`src/rtl/c3s_pkg.sv`:
```
// shared constants, types and helpers of the conv3x3 scaled stream
package c3s_pkg;

  localparam int MAX_COLS = 1024;
  localparam int MAX_ROWS = 1024;

  localparam int PIX_W   = 16;
  localparam int DIM_W   = 11;
  localparam int COEF_W  = 48;
  localparam int SCALE_W = 16;
  localparam int RES_W   = 50;
  localparam int IDX_W   = 20;

  localparam int CW    = $clog2(MAX_COLS + 1);
  localparam int RW    = $clog2(MAX_ROWS + 1);
  localparam int TOT_W = $clog2(MAX_COLS * MAX_ROWS + 1);
  localparam int CNT_W = $clog2(MAX_COLS * MAX_ROWS + 2 * MAX_COLS + 2);

  // history depth covers the widest window behind the oldest queued item plus a
  // whole frame lead and the queued items that the front may run ahead
  localparam int HIST_AW = $clog2(4 * MAX_COLS + 16);

  localparam int MQ_AW    = 2;
  localparam int MQ_DEPTH = 1 << MQ_AW;
  localparam int OQ_AW    = 1;
  localparam int OQ_DEPTH = 1 << OQ_AW;

  localparam int ACC_W    = 36;
  localparam int TAPS     = 9;
  localparam int MEM_TAPS = 6;
  localparam int TAP_W    = $clog2(TAPS + 1);
  localparam int PROD_W   = 2 * PIX_W;
  localparam int SCL_W    = ACC_W + SCALE_W;

  localparam int CFG_AW = 3;
  localparam logic [CFG_AW-1:0] REG_COLS        = 3'd0;
  localparam logic [CFG_AW-1:0] REG_ROWS        = 3'd1;
  localparam logic [CFG_AW-1:0] REG_COEF_TOP    = 3'd2;
  localparam logic [CFG_AW-1:0] REG_COEF_MID    = 3'd3;
  localparam logic [CFG_AW-1:0] REG_COEF_BOTTOM = 3'd4;
  localparam logic [CFG_AW-1:0] REG_SCALE       = 3'd5;

  function automatic logic [CW-1:0] clamp_cols(input logic [DIM_W-1:0] v);
    logic [CW-1:0] r;
    if (v == '0) begin
      r = CW'(1);
    end else if (32'(v) > MAX_COLS) begin
      r = CW'(MAX_COLS);
    end else begin
      r = CW'(v);
    end
    return r;
  endfunction

  function automatic logic [RW-1:0] clamp_rows(input logic [DIM_W-1:0] v);
    logic [RW-1:0] r;
    if (v == '0) begin
      r = RW'(1);
    end else if (32'(v) > MAX_ROWS) begin
      r = RW'(MAX_ROWS);
    end else begin
      r = RW'(v);
    end
    return r;
  endfunction

  localparam logic [DIM_W-1:0] RST_DIM = DIM_W'(1024);
  localparam logic [CW-1:0]    RST_C   = clamp_cols(RST_DIM);
  localparam logic [RW-1:0]    RST_R   = clamp_rows(RST_DIM);
  localparam logic [TOT_W-1:0] RST_TOT = TOT_W'(int'(RST_C) * int'(RST_R));
  localparam logic [CNT_W-1:0] RST_END = CNT_W'(2 * int'(RST_C) + 1 + int'(RST_TOT));

  typedef struct packed {
    logic [CW-1:0]             c;
    logic [CNT_W-1:0]          lead;
    logic [CNT_W-1:0]          end_n;
    logic [COEF_W-1:0]         coef_top;
    logic [COEF_W-1:0]         coef_mid;
    logic [COEF_W-1:0]         coef_bot;
    logic signed [SCALE_W-1:0] scale;
  } cfg_t;

  typedef struct packed {
    logic                en;
    logic [HIST_AW-1:0]  addr;
    logic [PIX_W-1:0]    data;
  } hist_wr_t;

  typedef struct packed {
    logic [IDX_W-1:0]   idx;
    logic               last;
    logic [HIST_AW-1:0] wp;
    logic [PIX_W-1:0]   pix0;
    logic [PIX_W-1:0]   pix1;
    logic [PIX_W-1:0]   pix2;
  } mid_item_t;

  typedef struct packed {
    logic [RES_W-1:0] result;
    logic [IDX_W-1:0] idx;
    logic             last;
  } out_item_t;

  typedef enum logic [1:0] {
    B_IDLE,
    B_RUN,
    B_OUT
  } back_state_t;

endpackage

```
`src/rtl/c3s_cfg.sv`:
```
// configuration registers and derived frame geometry
module c3s_cfg
  import c3s_pkg::*;
(
  input  logic              clk,
  input  logic              rst,
  input  logic              cfg_we,
  input  logic [CFG_AW-1:0] cfg_addr,
  input  logic [COEF_W-1:0] cfg_data,
  output cfg_t              cfg
);

  logic [CW-1:0]             c_eff;
  logic [RW-1:0]             r_eff;
  logic [COEF_W-1:0]         coef_top;
  logic [COEF_W-1:0]         coef_mid;
  logic [COEF_W-1:0]         coef_bot;
  logic signed [SCALE_W-1:0] scale;
  logic [TOT_W-1:0]          total;
  logic [CNT_W-1:0]          end_n;
  logic [CW+RW-1:0]          dim_prod;
  logic [CNT_W-1:0]          lead;

  assign dim_prod = (CW+RW)'(c_eff) * (CW+RW)'(r_eff);
  assign lead     = CNT_W'({c_eff, 1'b0}) + CNT_W'(2);

  always_ff @(posedge clk) begin
    if (rst) begin
      c_eff    <= RST_C;
      r_eff    <= RST_R;
      coef_top <= '0;
      coef_mid <= '0;
      coef_bot <= '0;
      scale    <= SCALE_W'(1);
      total    <= RST_TOT;
      end_n    <= RST_END;
    end else begin
      total <= TOT_W'(dim_prod);
      end_n <= lead + CNT_W'(total) - CNT_W'(1);
      if (cfg_we) begin
        case (cfg_addr)
          REG_COLS:        c_eff    <= clamp_cols(cfg_data[DIM_W-1:0]);
          REG_ROWS:        r_eff    <= clamp_rows(cfg_data[DIM_W-1:0]);
          REG_COEF_TOP:    coef_top <= cfg_data;
          REG_COEF_MID:    coef_mid <= cfg_data;
          REG_COEF_BOTTOM: coef_bot <= cfg_data;
          REG_SCALE:       scale    <= cfg_data[SCALE_W-1:0];
          default: begin
          end
        endcase
      end
    end
  end

  assign cfg.c        = c_eff;
  assign cfg.lead     = lead;
  assign cfg.end_n    = end_n;
  assign cfg.coef_top = coef_top;
  assign cfg.coef_mid = coef_mid;
  assign cfg.coef_bot = coef_bot;
  assign cfg.scale    = scale;

endmodule

```
`config.mk`:
```
export PLATFORM = sky130hd
export DESIGN_NAME = c3s_cfg
export DESIGN_NICKNAME = d
export VERILOG_FILES = /design/src/rtl/c3s_pkg.sv /design/src/rtl/c3s_cfg.sv
export SDC_FILE = /design/constraint.sdc
export NUM_CORES = 1
export LEC_CHECK = 0
export ABC_AREA = 1
export BUFFER_PORTS_ARGS = -buffer_cell sky130_fd_sc_hd__buf_2
export CORE_MARGIN = 2
export CORE_UTILIZATION = 60
export DETAILED_ROUTE_END_ITERATION = 8
export GPL_TIMING_DRIVEN = 0
export HOLD_SLACK_MARGIN = 0.05
export PLACE_DENSITY = 0.84
export SETUP_SLACK_MARGIN = 0.02
export SLEW_MARGIN = 20
export SYNTH_ARGS = -nofsm -noshare
export SYNTH_HDL_FRONTEND = slang
export SYNTH_SLANG_ARGS = --single-unit
```
`constraint.sdc`:
```
create_clock -name clk -period 11.6 [get_ports clk]
set_clock_uncertainty 0.2 [all_clocks]
set_input_delay 1.74 -clock clk [delete_from_list [all_inputs] [get_ports clk]]
set_output_delay 1.74 -clock clk [all_outputs]
set_load 0.01 [all_outputs]
```
After elaboration in Yosys (flattened, before gate mapping)
Index checks and enable logic that the tools add are counted.
{"block": "totals", "regBits": 224, "out_inout_bits": 213, "in_bits": 54}
{"block": "op_classes", "magnitude_cmp": 1, "addsub": 3, "eq_ne": 5, "n_mux": 2, "n_mul": 1, "reduce_logical": 8}
{"cell": "11-bit 2-to-1 mux", "n": 2}
{"cell": "13-bit by 21-bit adder with 21-bit output", "n": 1}
{"cell": "11-bit by 11-bit multiplier with 21-bit output", "n": 1}
{"cell": "21-bit by 1-bit subtractor with 21-bit output (second input constant)", "n": 1}
{"cell": "12-bit by 2-bit adder with 13-bit output (second input constant)", "n": 1}
{"cell": "2-bit AND reduction", "n": 6}
{"cell": "11-bit > comparator (second input constant)", "n": 1}
{"cell": "11-bit zero test", "n": 1}
{"cell": "3-bit by 2-bit equality test with 1-bit output (second input constant)", "n": 2}
{"cell": "3-bit equality test (second input constant)", "n": 2}
{"cell": "3-bit by 1-bit equality test with 1-bit output (second input constant)", "n": 1}
{"cell": "3-bit zero test", "n": 1}

Logic depth before layout (Yosys ltp)
{"block": "logic_depth", "ltp_word": 3, "depth_mapped": 23, "mapped_depth_nobuf": 22}

Least setup slack after synthesis
Ideal clock, no wire load.
{"block": "synth_timing", "path_type": "reg-to-reg", "start": "register c_eff[8]", "end": "register total[20]", "setup_ps": 130, "path_slack_ps": 6758, "synth_period_minus_slack_ps": 4842, "stages_incl_launch_ff": 19, "arrival_ps": 4513, "path_buffers": 1, "cell_sequence": "dfxtp_1 -> clkbuf_1 -> nand2_1 -> fa_1 -> fa_1 -> inv_1 -> fa_1 -> fa_1 -> inv_1 -> fa_1 -> inv_1 -> ha_1 -> nand2_1 -> nor2_1 -> nand3_1 -> nand3_1 -> nand2_1 -> nand3_1 -> nand3_1"}
{"block": "synth_via", "elab_chain_cells": 1}
{"element": "from (decl)", "line": "c3s_cfg.sv:13", "source": "logic [CW-1:0] c_eff;"}
{"element": "from (signal assigned)", "line": "c3s_cfg.sv:42", "source": "REG_COLS: c_eff <= clamp_cols(cfg_data[DIM_W-1:0]);"}
{"element": "11-bit by 11-bit multiplier with 21-bit output", "line": "c3s_cfg.sv:24", "source": "assign dim_prod = (CW+RW)'(c_eff) * (CW+RW)'(r_eff);"}
{"element": "to (signal assigned)", "line": "c3s_cfg.sv:38", "source": "total <= TOT_W'(dim_prod);"}
{"element": "to (decl)", "line": "c3s_cfg.sv:19", "source": "logic [TOT_W-1:0] total;"}
No other way between the ends.
A chain may end at the register's enable or synchronous reset.

Worst setup path after layout
{"block": "layout_timing", "start": "register c_eff[5]", "end": "register total[19]"}
The elaborated chain is that of the path after synthesis.

==> results.tsv <==
metric	value	unit
outcome	complete, no violations	
Skew-Pair Late Insertion Delay	550	ps
WP data required	11850	ps
worst-path fanout max	10	
count of buffers from port buffering	256	
Fillers	1750	
# H-tree levels	1	
Worst Tran Pin Value	731	ps
synthesized flop and latch total	224	
Post-Route Setup TNS	0	ps
critical path arrival	5870	ps
post-layout total power	1950	uW
period utilisation layout	0.484	
gr usage total	0.339	
Synth area leader	dfxtp_1	
Clock Pin Slew Worst Setup and Hold Paths	60	ps
Root Driver	clkbuf_16	
slowest cell on the critical path	dfxtp_1	
number of buffers created by CTS	24	
worst path cell trace	clkbuf_1 -> nand2_1 -> fa_1 -> fa_1 -> inv_1 -> fa_1 -> fa_1 -> inv_1 -> fa_1 -> inv_1 -> ha_1 -> a21o_1 -> a21oi_1 -> nand2_1 -> nand2_1 -> nand2_1 -> nand2_1 -> nand2_1 -> nor2_1	
CTS tree	yes	
Die Wd	153	um
final WL	40100	um
I/O pin cnt	267	
top cells by area, synth	dfxtp_1 (34%), fa_1 (12%), inv_1 (10%), nand2_1 (8.8%), ha_1 (8.3%)	
RSZ-0062 raised after global routing	no	
DR vias	13000	
clk sinks	224	
startpoint types	flop	
CP top delay family	adder cells	
min Tclk post-route	5620	ps
final setup violating endpoints	0	
post-cts resize count	0	
VDD IR max	0.130	mV
final setup margin	5980	ps
vias per cell	5.35	
Max Slew Vio Count	0	
CTS Buffer Depth	3	
top cell type's share of synthesized area	0.336	
initial antenna violation count	4	
Setup Buffers After CTS	0	
Die Y	153	um
Final Hold Fails	0	
Layout area overhead	19.1	%
largest net degree at the start of global routing	14	
Crit Path Class	flop to flop	
HPWL Detailed	30800	um
fraction of layout cells with a size suffix above 1	0.155	
Pre-Repair DR Iteration Count	6	
Iter 0 DRT Violations	952	
Distinct cells, synth	33	
max cap viols	0	
post-synthesis cell area	13300	um2
global-route wire length before repair	64900	um
Rows	54	
Top cell by count, worst path	nand2_1	
f_max	178	MHz
Routed WL per cell	16.5	um
Post-CTS Hold Buffers	0	
starting density of the core	0.611	
Ys Warns	0	
gp weighted congestion	0.923	
Final nets	2354	
vias in the first global route	13200	
CP Capture Type	flop	
Post-Place Setup Slack	6090	ps
pwr dens	123	nW/um2
Worst Hold Class	flop to flop	
Leakage	0.00878	uW
GRT Residual Overflow	0	
worst hold slack	202	ps
Crit path largest cell delay	610	ps
Synth Instances	1841	
Mapped Avg Cell Area	7.25	um2
area of the die	23400	um2
sequential fraction of the synthesis area	0.336	
Worst Path Buf+Inv	4	
Slew HR	0.513	
core area	21800	um2
Residual DRC	0	
antenna viol nets, final	0	
[flip-flops by register name (all words and copies together) (netlist names)]
| signal | cells |
|---|---|
| c_eff | 11 |
| coef_bot | 48 |
| coef_mid | 48 |
| scale | 16 |
| coef_top | 48 |
| r_eff | 11 |
| end_n | 21 |
| total | 21 |
[report_power, final]
| group | internal (uW) | switching [uW] |
|---|---|---|
| Combinational | 99.1 | 187 |
| Sequential | 806 | 18.7 |
| Clock | 512 | 325 |
| Total | 1420 | 531 |
[placed cells by master, fill, tap and decap left out, types with 69 or more instances in the layout]
| cell type | n |
|---|---|
| dfxtp_1 | 224 |
| nand2_1 | 313 |
| nor2_1 | 243 |
| clkbuf_1 | 69 |
| fa_1 | 80 |
| inv_1 | 366 |
| a21oi_1 | 147 |
| o21ai_0 | 199 |
| ha_1 | 89 |
| buf_2 | 273 |
[layer usage]
| metal | share of wire | GRT usage |
|---|---|---|
| met2 | 0.49 | 0.590 |
| met1 | 0.37 | 0.384 |
| met5 | 0 | 0 |
| met3 | 0.091 | 0.0927 |
| met4 | 0.047 | 0.164 |
[synthesized netlist by cell type]
| library cell | instances |
|---|---|
| inv_1 | 366 |
| nand2_1 | 313 |
| nor2_1 | 243 |
| dfxtp_1 | 224 |
| o21ai_0 | 199 |
| a21oi_1 | 147 |
| ha_1 | 89 |
| fa_1 | 80 |
| clkbuf_1 | 62 |
| nand3_1 | 38 |
| buf_2 | 17 |
| buf_4 | 10 |
| xor2_1 | 9 |
| nor3_1 | 7 |
| nor2_2 | 5 |
| nand3b_1 | 3 |
| o21a_1 | 3 |
| o21ai_1 | 3 |
| xnor2_1 | 3 |
| a21o_1 | 2 |
| buf_1 | 2 |
| inv_2 | 2 |
| nand4_1 | 2 |
| nor4_1 | 2 |
| o211ai_1 | 2 |
| and2_1 | 1 |
| clkbuf_2 | 1 |
| conb_1 | 1 |
| nand2_2 | 1 |
| nor3_2 | 1 |
| o21ai_2 | 1 |
| or2_2 | 1 |
| xor2_2 | 1 |
[kinds of logic (layout without fill, tap and decap cells)]
group | Yosys count | after routing | synth area share
AOI/OAI and AO/OA | 357 | 357 | 0.136
xor gates and xnor gates | 13 | 13 | 0.00910
adders and majority gates | 169 | 169 | 0.204
buffers and inverters | 460 | 760 | 0.134
DFF | 224 | 224 | 0.336
other | 1 | 13 | 0.000281
and+or+nand+nor | 617 | 617 | 0.181
[per-stage QoR]
step                cells  utilization  instance area, um2
global route         2432        0.728               15900
floorplan            1849            -               13400
finish               2433        0.728               15900
global placement     2385        0.687               15000
CTS                  2429        0.727               15900
detailed placement   2385        0.687               15000
[area by class of cell]
type | instances | area [um2] | share of cell area
multi-input combinational | 1165 | 7100 | 0.447
antenna | 4 | 10.0 | 0.000630
tap | 280 | 350 | 0.0221
sequential | 224 | 4480 | 0.282
buffer | 92 | 405 | 0.0255
clock buffer | 37 | 709 | 0.0447
timing repair buffer | 256 | 1280 | 0.0807
inverter | 368 | 1380 | 0.0870
clock inverter | 7 | 160 | 0.0101
[path summary, 6_finish.rpt]
kind | startpoint | end | slack [ps] | cells past startpoint
setup / recovery | c_eff[5]$_SDFFE_PP0P_ | total[19]$_SDFF_PP0_ | 5980 | 19
hold / removal | total[0]$_SDFF_PP0_ | end_n[0]$_SDFF_PP1_ | 200 | 1
setup reg to reg | c_eff[5]$_SDFFE_PP0P_ | total[19]$_SDFF_PP0_ | 5980 | 19
hold reg to reg | total[0]$_SDFF_PP0_ | end_n[0]$_SDFF_PP1_ | 200 | 1
Power figures use the tool's default switching activity.
