[config.mk]
export PLATFORM = sky130hd
export DESIGN_NAME = c3s_front
export DESIGN_NICKNAME = d
export VERILOG_FILES = /design/src/rtl/c3s_pkg.sv /design/src/rtl/c3s_front.sv
export SDC_FILE = /design/constraint.sdc
export NUM_CORES = 1
export LEC_CHECK = 0
export BUFFER_PORTS_ARGS = -buffer_cell sky130_fd_sc_hd__clkbuf_2
export CELL_PAD_IN_SITES_DETAIL_PLACEMENT = 1
export CELL_PAD_IN_SITES_GLOBAL_PLACEMENT = 2
export CORE_MARGIN = 2
export CORE_UTILIZATION = 42
export CTS_BUF_LIST = sky130_fd_sc_hd__clkbuf_16
export DETAILED_ROUTE_END_ITERATION = 8
export PLACE_DENSITY = 0.93
export SLEW_MARGIN = 20
export SYNTH_ARGS = -nofsm -noshare
export SYNTH_HDL_FRONTEND = slang
export SYNTH_SLANG_ARGS = --single-unit
[constraint.sdc]
create_clock -name clk -period 11.25 [get_ports clk]
set_input_delay 0.5625 -clock clk [delete_from_list [all_inputs] [get_ports clk]]
set_output_delay 0.5625 -clock clk [all_outputs]
set_load 0.01 [all_outputs]
[src/rtl/c3s_pkg.sv]
// shared constants, types and helpers of the conv3x3 scaled stream
package c3s_pkg;

  localparam int MAX_COLS = 1024;
  localparam int MAX_ROWS = 1024;

  localparam int PIX_W   = 16;
  localparam int DIM_W   = 11;
  localparam int COEF_W  = 48;
  localparam int SCALE_W = 16;
  localparam int RES_W   = 50;
  localparam int IDX_W   = 20;

  localparam int CW    = $clog2(MAX_COLS + 1);
  localparam int RW    = $clog2(MAX_ROWS + 1);
  localparam int TOT_W = $clog2(MAX_COLS * MAX_ROWS + 1);
  localparam int CNT_W = $clog2(MAX_COLS * MAX_ROWS + 2 * MAX_COLS + 2);

  // history depth covers the widest window behind the oldest queued item plus a
  // whole frame lead and the queued items that the front may run ahead
  localparam int HIST_AW = $clog2(4 * MAX_COLS + 16);

  localparam int MQ_AW    = 2;
  localparam int MQ_DEPTH = 1 << MQ_AW;
  localparam int OQ_AW    = 1;
  localparam int OQ_DEPTH = 1 << OQ_AW;

  localparam int ACC_W    = 36;
  localparam int TAPS     = 9;
  localparam int MEM_TAPS = 6;
  localparam int TAP_W    = $clog2(TAPS + 1);
  localparam int PROD_W   = 2 * PIX_W;
  localparam int SCL_W    = ACC_W + SCALE_W;

  localparam int CFG_AW = 3;
  localparam logic [CFG_AW-1:0] REG_COLS        = 3'd0;
  localparam logic [CFG_AW-1:0] REG_ROWS        = 3'd1;
  localparam logic [CFG_AW-1:0] REG_COEF_TOP    = 3'd2;
  localparam logic [CFG_AW-1:0] REG_COEF_MID    = 3'd3;
  localparam logic [CFG_AW-1:0] REG_COEF_BOTTOM = 3'd4;
  localparam logic [CFG_AW-1:0] REG_SCALE       = 3'd5;

  function automatic logic [CW-1:0] clamp_cols(input logic [DIM_W-1:0] v);
    logic [CW-1:0] r;
    if (v == '0) begin
      r = CW'(1);
    end else if (32'(v) > MAX_COLS) begin
      r = CW'(MAX_COLS);
    end else begin
      r = CW'(v);
    end
    return r;
  endfunction

  function automatic logic [RW-1:0] clamp_rows(input logic [DIM_W-1:0] v);
    logic [RW-1:0] r;
    if (v == '0) begin
      r = RW'(1);
    end else if (32'(v) > MAX_ROWS) begin
      r = RW'(MAX_ROWS);
    end else begin
      r = RW'(v);
    end
    return r;
  endfunction

  localparam logic [DIM_W-1:0] RST_DIM = DIM_W'(1024);
  localparam logic [CW-1:0]    RST_C   = clamp_cols(RST_DIM);
  localparam logic [RW-1:0]    RST_R   = clamp_rows(RST_DIM);
  localparam logic [TOT_W-1:0] RST_TOT = TOT_W'(int'(RST_C) * int'(RST_R));
  localparam logic [CNT_W-1:0] RST_END = CNT_W'(2 * int'(RST_C) + 1 + int'(RST_TOT));

  typedef struct packed {
    logic [CW-1:0]             c;
    logic [CNT_W-1:0]          lead;
    logic [CNT_W-1:0]          end_n;
    logic [COEF_W-1:0]         coef_top;
    logic [COEF_W-1:0]         coef_mid;
    logic [COEF_W-1:0]         coef_bot;
    logic signed [SCALE_W-1:0] scale;
  } cfg_t;

  typedef struct packed {
    logic                en;
    logic [HIST_AW-1:0]  addr;
    logic [PIX_W-1:0]    data;
  } hist_wr_t;

  typedef struct packed {
    logic [IDX_W-1:0]   idx;
    logic               last;
    logic [HIST_AW-1:0] wp;
    logic [PIX_W-1:0]   pix0;
    logic [PIX_W-1:0]   pix1;
    logic [PIX_W-1:0]   pix2;
  } mid_item_t;

  typedef struct packed {
    logic [RES_W-1:0] result;
    logic [IDX_W-1:0] idx;
    logic             last;
  } out_item_t;

  typedef enum logic [1:0] {
    B_IDLE,
    B_RUN,
    B_OUT
  } back_state_t;

endpackage

[src/rtl/c3s_front.sv]
// input side: frame counter, item classification, history write and work queue
module c3s_front
  import c3s_pkg::*;
(
  input  logic             clk,
  input  logic             rst,
  input  cfg_t             cfg,
  input  logic             push,
  input  logic [PIX_W-1:0] pixel,
  output logic             full,
  output hist_wr_t         hist_wr,
  output mid_item_t        mid_head,
  output logic             mid_empty,
  input  logic             mid_pop
);

  logic [CNT_W-1:0]   n;
  logic [CNT_W-1:0]   n_next;
  logic [HIST_AW-1:0] wp;
  logic [HIST_AW-1:0] wp_next;
  logic [PIX_W-1:0]   prev1;
  logic [PIX_W-1:0]   prev2;
  mid_item_t          mq [MQ_DEPTH];
  logic [MQ_AW-1:0]   mq_rd;
  logic [MQ_AW-1:0]   mq_wr;
  logic [MQ_AW:0]     mq_cnt;
  logic [MQ_AW:0]     mq_cnt_next;
  logic               accept;
  logic               below_lead;
  logic               past_end;
  logic               is_last;
  logic               emit;
  logic               do_pop;
  logic [CNT_W-1:0]   p;
  mid_item_t          mid_in;

  assign full       = (mq_cnt == (MQ_AW+1)'(MQ_DEPTH));
  assign mid_empty  = (mq_cnt == '0);
  assign accept     = push && !full;
  assign wp_next    = wp + HIST_AW'(1);
  assign below_lead = (n < cfg.lead);
  assign past_end   = (n > cfg.end_n);
  assign is_last    = (n == cfg.end_n);
  assign emit       = accept && !below_lead && !past_end;
  assign do_pop     = mid_pop && !mid_empty;
  assign p          = n - cfg.lead;

  always_comb begin
    if (!accept) begin
      n_next = n;
    end else if (below_lead) begin
      n_next = n + CNT_W'(1);
    end else if (past_end || is_last) begin
      n_next = '0;
    end else begin
      n_next = n + CNT_W'(1);
    end
  end

  always_comb begin
    mid_in.idx  = IDX_W'(p);
    mid_in.last = is_last;
    mid_in.wp   = wp_next;
    mid_in.pix0 = pixel;
    mid_in.pix1 = prev1;
    mid_in.pix2 = prev2;
  end

  always_comb begin
    mq_cnt_next = mq_cnt;
    if (emit && !do_pop) begin
      mq_cnt_next = mq_cnt + (MQ_AW+1)'(1);
    end else if (!emit && do_pop) begin
      mq_cnt_next = mq_cnt - (MQ_AW+1)'(1);
    end
  end

  assign hist_wr.en   = accept;
  assign hist_wr.addr = wp_next;
  assign hist_wr.data = pixel;
  assign mid_head     = mq[mq_rd];

  always_ff @(posedge clk) begin
    if (rst) begin
      n      <= '0;
      wp     <= '0;
      mq_rd  <= '0;
      mq_wr  <= '0;
      mq_cnt <= '0;
    end else begin
      n      <= n_next;
      mq_cnt <= mq_cnt_next;
      if (accept) begin
        wp <= wp_next;
      end
      if (emit) begin
        mq_wr <= mq_wr + MQ_AW'(1);
      end
      if (do_pop) begin
        mq_rd <= mq_rd + MQ_AW'(1);
      end
    end
  end

  always_ff @(posedge clk) begin
    if (accept) begin
      prev1 <= pixel;
      prev2 <= prev1;
    end
    if (emit) begin
      mq[mq_wr] <= mid_in;
    end
  end

endmodule

# Word-level counts from Yosys, hierarchy flattened
# Memories as Yosys holds them, arrays and structs flattened. A register that Yosys moved wholly into a read port is not among the register bits.
# Index checks and enable logic that the tools add are counted.
# Widths: inputs -> output; s select.
# totals
regBits,73
ram_bits,328
in_bits,233
wordCells,42
n_memories,1
# op_classes
n_addsub,7
n_lt_le_gt_ge,2
eq_ne,2
mux,8
reduce_logical,15
# mem_list
memory,words,width,rd,rd_ports_with_merged_regs,write_ports,line,text
mq,4,82,1,1,1,c3s_front.sv:23,mid_item_t mq [MQ_DEPTH];
# ops
operator,count
$mux 21,2
$add 21x1->21 const B,1
$eq 21x21->1,1
$gt 21x21->1,1
$lt 21x21->1,1
$sub 20x20->20,1
$add 13x1->13 const B,1
$logic_and 1x1->1,6
$logic_not 1->1,6
$mux 3,2
$add 2x1->2 const B,2
$mux 2,2
$add 3x1->3 const B,1
$eq 3x3->1 const B,1
$logic_not 3->1,1
$sub 3x1->3 const B,1
$mux 1,2
$reduce_bool 2->1,1
$logic_or 1x1->1,1

# Depth between registers and ports, before layout
# logic_depth
ltp_word,9
ltp_mapped,14
ltp_nobuf,14

# Least setup slack after synthesis
# Ideal clock, no wire load.
# synth_path
kind,in2reg
startpoint,input port cfg[163] (netlist bit)
endpoint,"memory mq[0][0] (netlist bit), enable pin"
setup_ns,0.404
arrival_time_ns,3.332
required_ns,10.846
slack_ns,7.513
path_stages,9
path_buffers,0
cell_sequence,inv_1 -> ha_1 -> and3_4 -> a221o_1 -> a21o_1 -> a21o_1 -> o21a_1 -> nor3_4 -> and2_2
# synth_between
elab_chain_cells,5
# synth_lines
element,line,text
"start, declared",c3s_front.sv:7,"input cfg_t cfg,"
$gt 21x21->1,c3s_front.sv:42,assign past_end = (n > cfg.end_n);
$logic_not 1->1,c3s_front.sv:44,assign emit = accept && !below_lead && !past_end;
$logic_and 1x1->1,c3s_front.sv:44,
named net emit,c3s_front.sv:32,logic emit;
$mux 1,c3s_front.sv:110,if (emit) begin
$mux 1 (implied by the code),c3s_front.sv:111,mq[mq_wr] <= mid_in;
"end, declared",c3s_front.sv:23,
# The timed path passes the listed nets, and every way through them passes these cells.

# Worst setup path after layout
# layout_path
startpoint,register n[3]
endpoint,"memory mq[2][17] (netlist bit), enable pin"
# layout_between
elab_chain_cells,6
# layout_lines
element,line,text
"start, declared",c3s_front.sv:17,logic [CNT_W-1:0] n;
"start signal, assigned",c3s_front.sv:91,n <= n_next;
$lt 21x21->1,c3s_front.sv:41,assign below_lead = (n < cfg.lead);
$logic_not 1->1,c3s_front.sv:44,
$logic_and 1x1->1,c3s_front.sv:44,
$logic_and 1x1->1 (*),c3s_front.sv:44,
named net emit,c3s_front.sv:32,
$mux 1 (*),c3s_front.sv:110,
$mux 1 (implied by the code) (*),c3s_front.sv:111,
# The timed path passes the listed nets; every way through them passes the cells marked *.

==> out/qor.txt <==
Status: finished, final reports clean
Clk pwr share: 39.8%
Primary FF master, synth: edfxtp_1
TritonCTS clock tree: built
WL/cell: 20.9 um
Final Hold Vio Count: 0
Worst-path clk slew: 0.06 ns
Sequence of cells on the critical path: ha_1, and3_4, a221o_1, a21o_1, a21o_1, o21a_1, nor3_4, and2_4, buf_4
Setup Skew: 0.00972 ns
Htree depth: 2
Share of cells above drive strength 1: 28.8%
Number of synthesized register bits: 403
Total wire length: 35.8 mm
DR pass1 iterations: 4
Hold buffers post-CTS: 0
DIE AREA: 41400 um^2
Vias in the first global route: 9710
1st-iter DRT viols: 367
Fill count: 3878
Critical path's slowest cell: buf_4
Most frequent CP cell: a21o_1
GPL Wtd Cong: 0.780
Pwr per Cell Area: 178 nW/um^2
Cell Area, Synth: 16700 um^2
Worst slew pin tran: 0.946 ns
Maxcap violations: 0
Width of the chip: 203 um
Post-DP HPWL: 23.2 mm
Setup TNS: 0 ns
EDFF count, synth: 360
Seq/Total Area, Yosys: 69.9%
Cell taking the most area after synthesis: edfxtp_1
Global-route wire length before repair: 55.3 mm
Inserted Diodes: 0
Gr usage total: 17.5%
Largest net degree at the start of global routing: 62
Synth unique cells: 61
Synthesized instance count: 971
Setup bufs post-CTS: 0
Commonest non-fill, non-tap cell in the layout: edfxtp_1
FP Rows: 73
Vias per inst: 5.23
Max-slew headroom: 36.9%
Final Setup Violations: 0
Clock Sinks: 403
Combinational Power Share: 9.6%
Max incr delay on CP: 0.81 ns
FFs w/ async S/R, synth: 0%
Clock latency on the worst-skew pair: 0.54 ns
Initial antenna violation count: 0
Syn. warnings: 0
Leakage: 0.00702 uW
Slew Limit Fails: 0
Io pins: 347
Min-delay worst type: in -> reg
Routed Antenna Nets: 0
Crit Path Max Fanout: 58
Clock Tree Root: clkbuf_16
CTS buffer count: 42
Switching part of the total: 23.3%
Starting density of the core: 42.3%
Minimum clock period: 4.04 ns
Unrepaired setup endpoints after global routing: no
Synthesized Nets: 1255
Cell family with most CP delay: simple AND/OR/NAND/NOR gates
Crit path DAT: 4.20 ns
Die Y-Extent: 203 um
CTS Buffer Depth: 3
Internal Power: 2660 uW
Synth top area share: 64.7%
Via count: 8944
Min Hold Slack: 0.273 ns
Peak Freq: 0.247 GHz
Area Growth Syn to Fin: 16.4%
Core ar.: 39500 um^2
Critical path startpoint category: register
Req. time, crit path: 11.41 ns
Remaining Overflow, GRT: 0
Switching power: 808 uW
Sequential share of power: 50.5%
Maximum vdd ir drop: 98.8 uV
Synth top area cells: edfxtp_1, mux4_2, dfxtp_1, ha_1, xor2_1
Mapped Avg Cell Area: 17.2 um^2
Nets: 1436
# resized after CTS: 0
Post-route clock period utilization: 35.9%
CP bufs+invs: 1
I/O Buffers: 175
DRC viols: 0
Kind of critical path: reg -> reg
CP endpoint kind: register
Commonest non-fill, non-tap cells in the layout: edfxtp_1, clkbuf_2, mux4_2
## worst register-to-register path, cell delays in order (launching register included)
cell and delay, ns:
dfxtp_1 0.48, ha_1 0.31, and3_4 0.18, a221o_1 0.35
a21o_1 0.18, a21o_1 0.19, o21a_1 0.21, nor3_4 0.42
and2_4 0.51, buf_4 0.82
## area by class of cell
type	count	area [um^2]	area share (%)
tap	525	657	3.38
timing repair buffer	182	928	4.77
multi-input combinational	466	4580	23.6
inverter	57	214	1.10
clock inverter	35	310	1.60
sequential	403	11700	60.1
clock buffer	43	1080	5.53
## routing by layer
| metal | vias to the layer above | routed length [um] | track usage (%) |
|---|---|---|---|
| li1 | 4115 | - | - |
| met1 | 4551 | 15000 | 22.4 |
| met2 | 221 | 18400 | 30.8 |
| met3 | 57 | 1550 | 2.62 |
| met4 | 0 | 914 | 5.21 |
| met5 | - | 0 | 0 |
## final timing paths
| kind | startpoint | end | slack (ns) | depth (start not counted) |
|---|---|---|---|---|
| min reg2reg | prev2[3] | mq[2][3] | 0.50 | 0 |
| max reg2reg | n[3] | mq[2][17] | 7.21 | 9 |
| max | n[3] | mq[2][17] | 7.21 | 9 |
| min | pixel[14] | mq[3][46] | 0.27 | 1 |
## Yosys cell counts, drive strengths merged (3+ instances only)
library cell / n
edfxtp: 360
mux4: 82
inv: 57
nand2: 51
ha: 49
nor2: 49
dfxtp: 43
xor2: 33
buf: 31
a21oi: 29
xnor2: 19
o21ai: 15
a21o: 14
clkbuf: 14
nor3: 14
and3: 11
nand3: 11
nand4: 10
o21a: 9
and2: 8
and4: 5
nand2b: 5
nor4: 4
o22ai: 4
or3: 4
a21boi: 3
mux2i: 3
nor2b: 3
nor3b: 3
o31ai: 3
## flip-flops by register name, indices dropped and copies added, names as in the netlist, named ones only
name,flops
mq_rd,2
mq,328
mq_cnt,3
mq_wr,2
wp,13
prev1,16
n,21
prev2,16
## kinds of logic (layout without fill, tap and decap cells)
kind of cell	Yosys count	in the layout	synth area share (%)
xor gates and xnor gates	52	52	2.73
DFF	403	403	69.9
AOI/OAI and AO/OA	96	96	3.99
and+or+nand+nor	181	181	5.43
buffers and inverters	102	317	2.75
muxes	86	86	11.3
adders and majority gates	51	51	3.91
## power groups by stage
stage	logic [uW]	clock network (uW)	registers (uW)
final	334	1380	1750
after global routing	364	1460	1760
after CTS	343	1410	1750
after detailed placement	342	0	1790
after global placement	331	0	1780
after floorplan	238	0	1750
## through the flow
stage | utilization, % | std cells | area (um^2) | power, uW | worst slack, ns
6_report | 49.3 | 1711 | 19400 | 3470 | 7.21
5_1_grt | 49.3 | 1711 | 19400 | 3590 | 6.95
4_1_cts | 49.3 | 1711 | 19400 | 3510 | 7.09
3_5_place_dp | 45.8 | 1633 | 18100 | 2130 | 6.88
3_3_place_gp | 45.8 | 1633 | 18100 | 2110 | 6.95
2_1_floorplan | - | 971 | 16700 | 1990 | 7.51
Power figures use the tool's default switching activity.
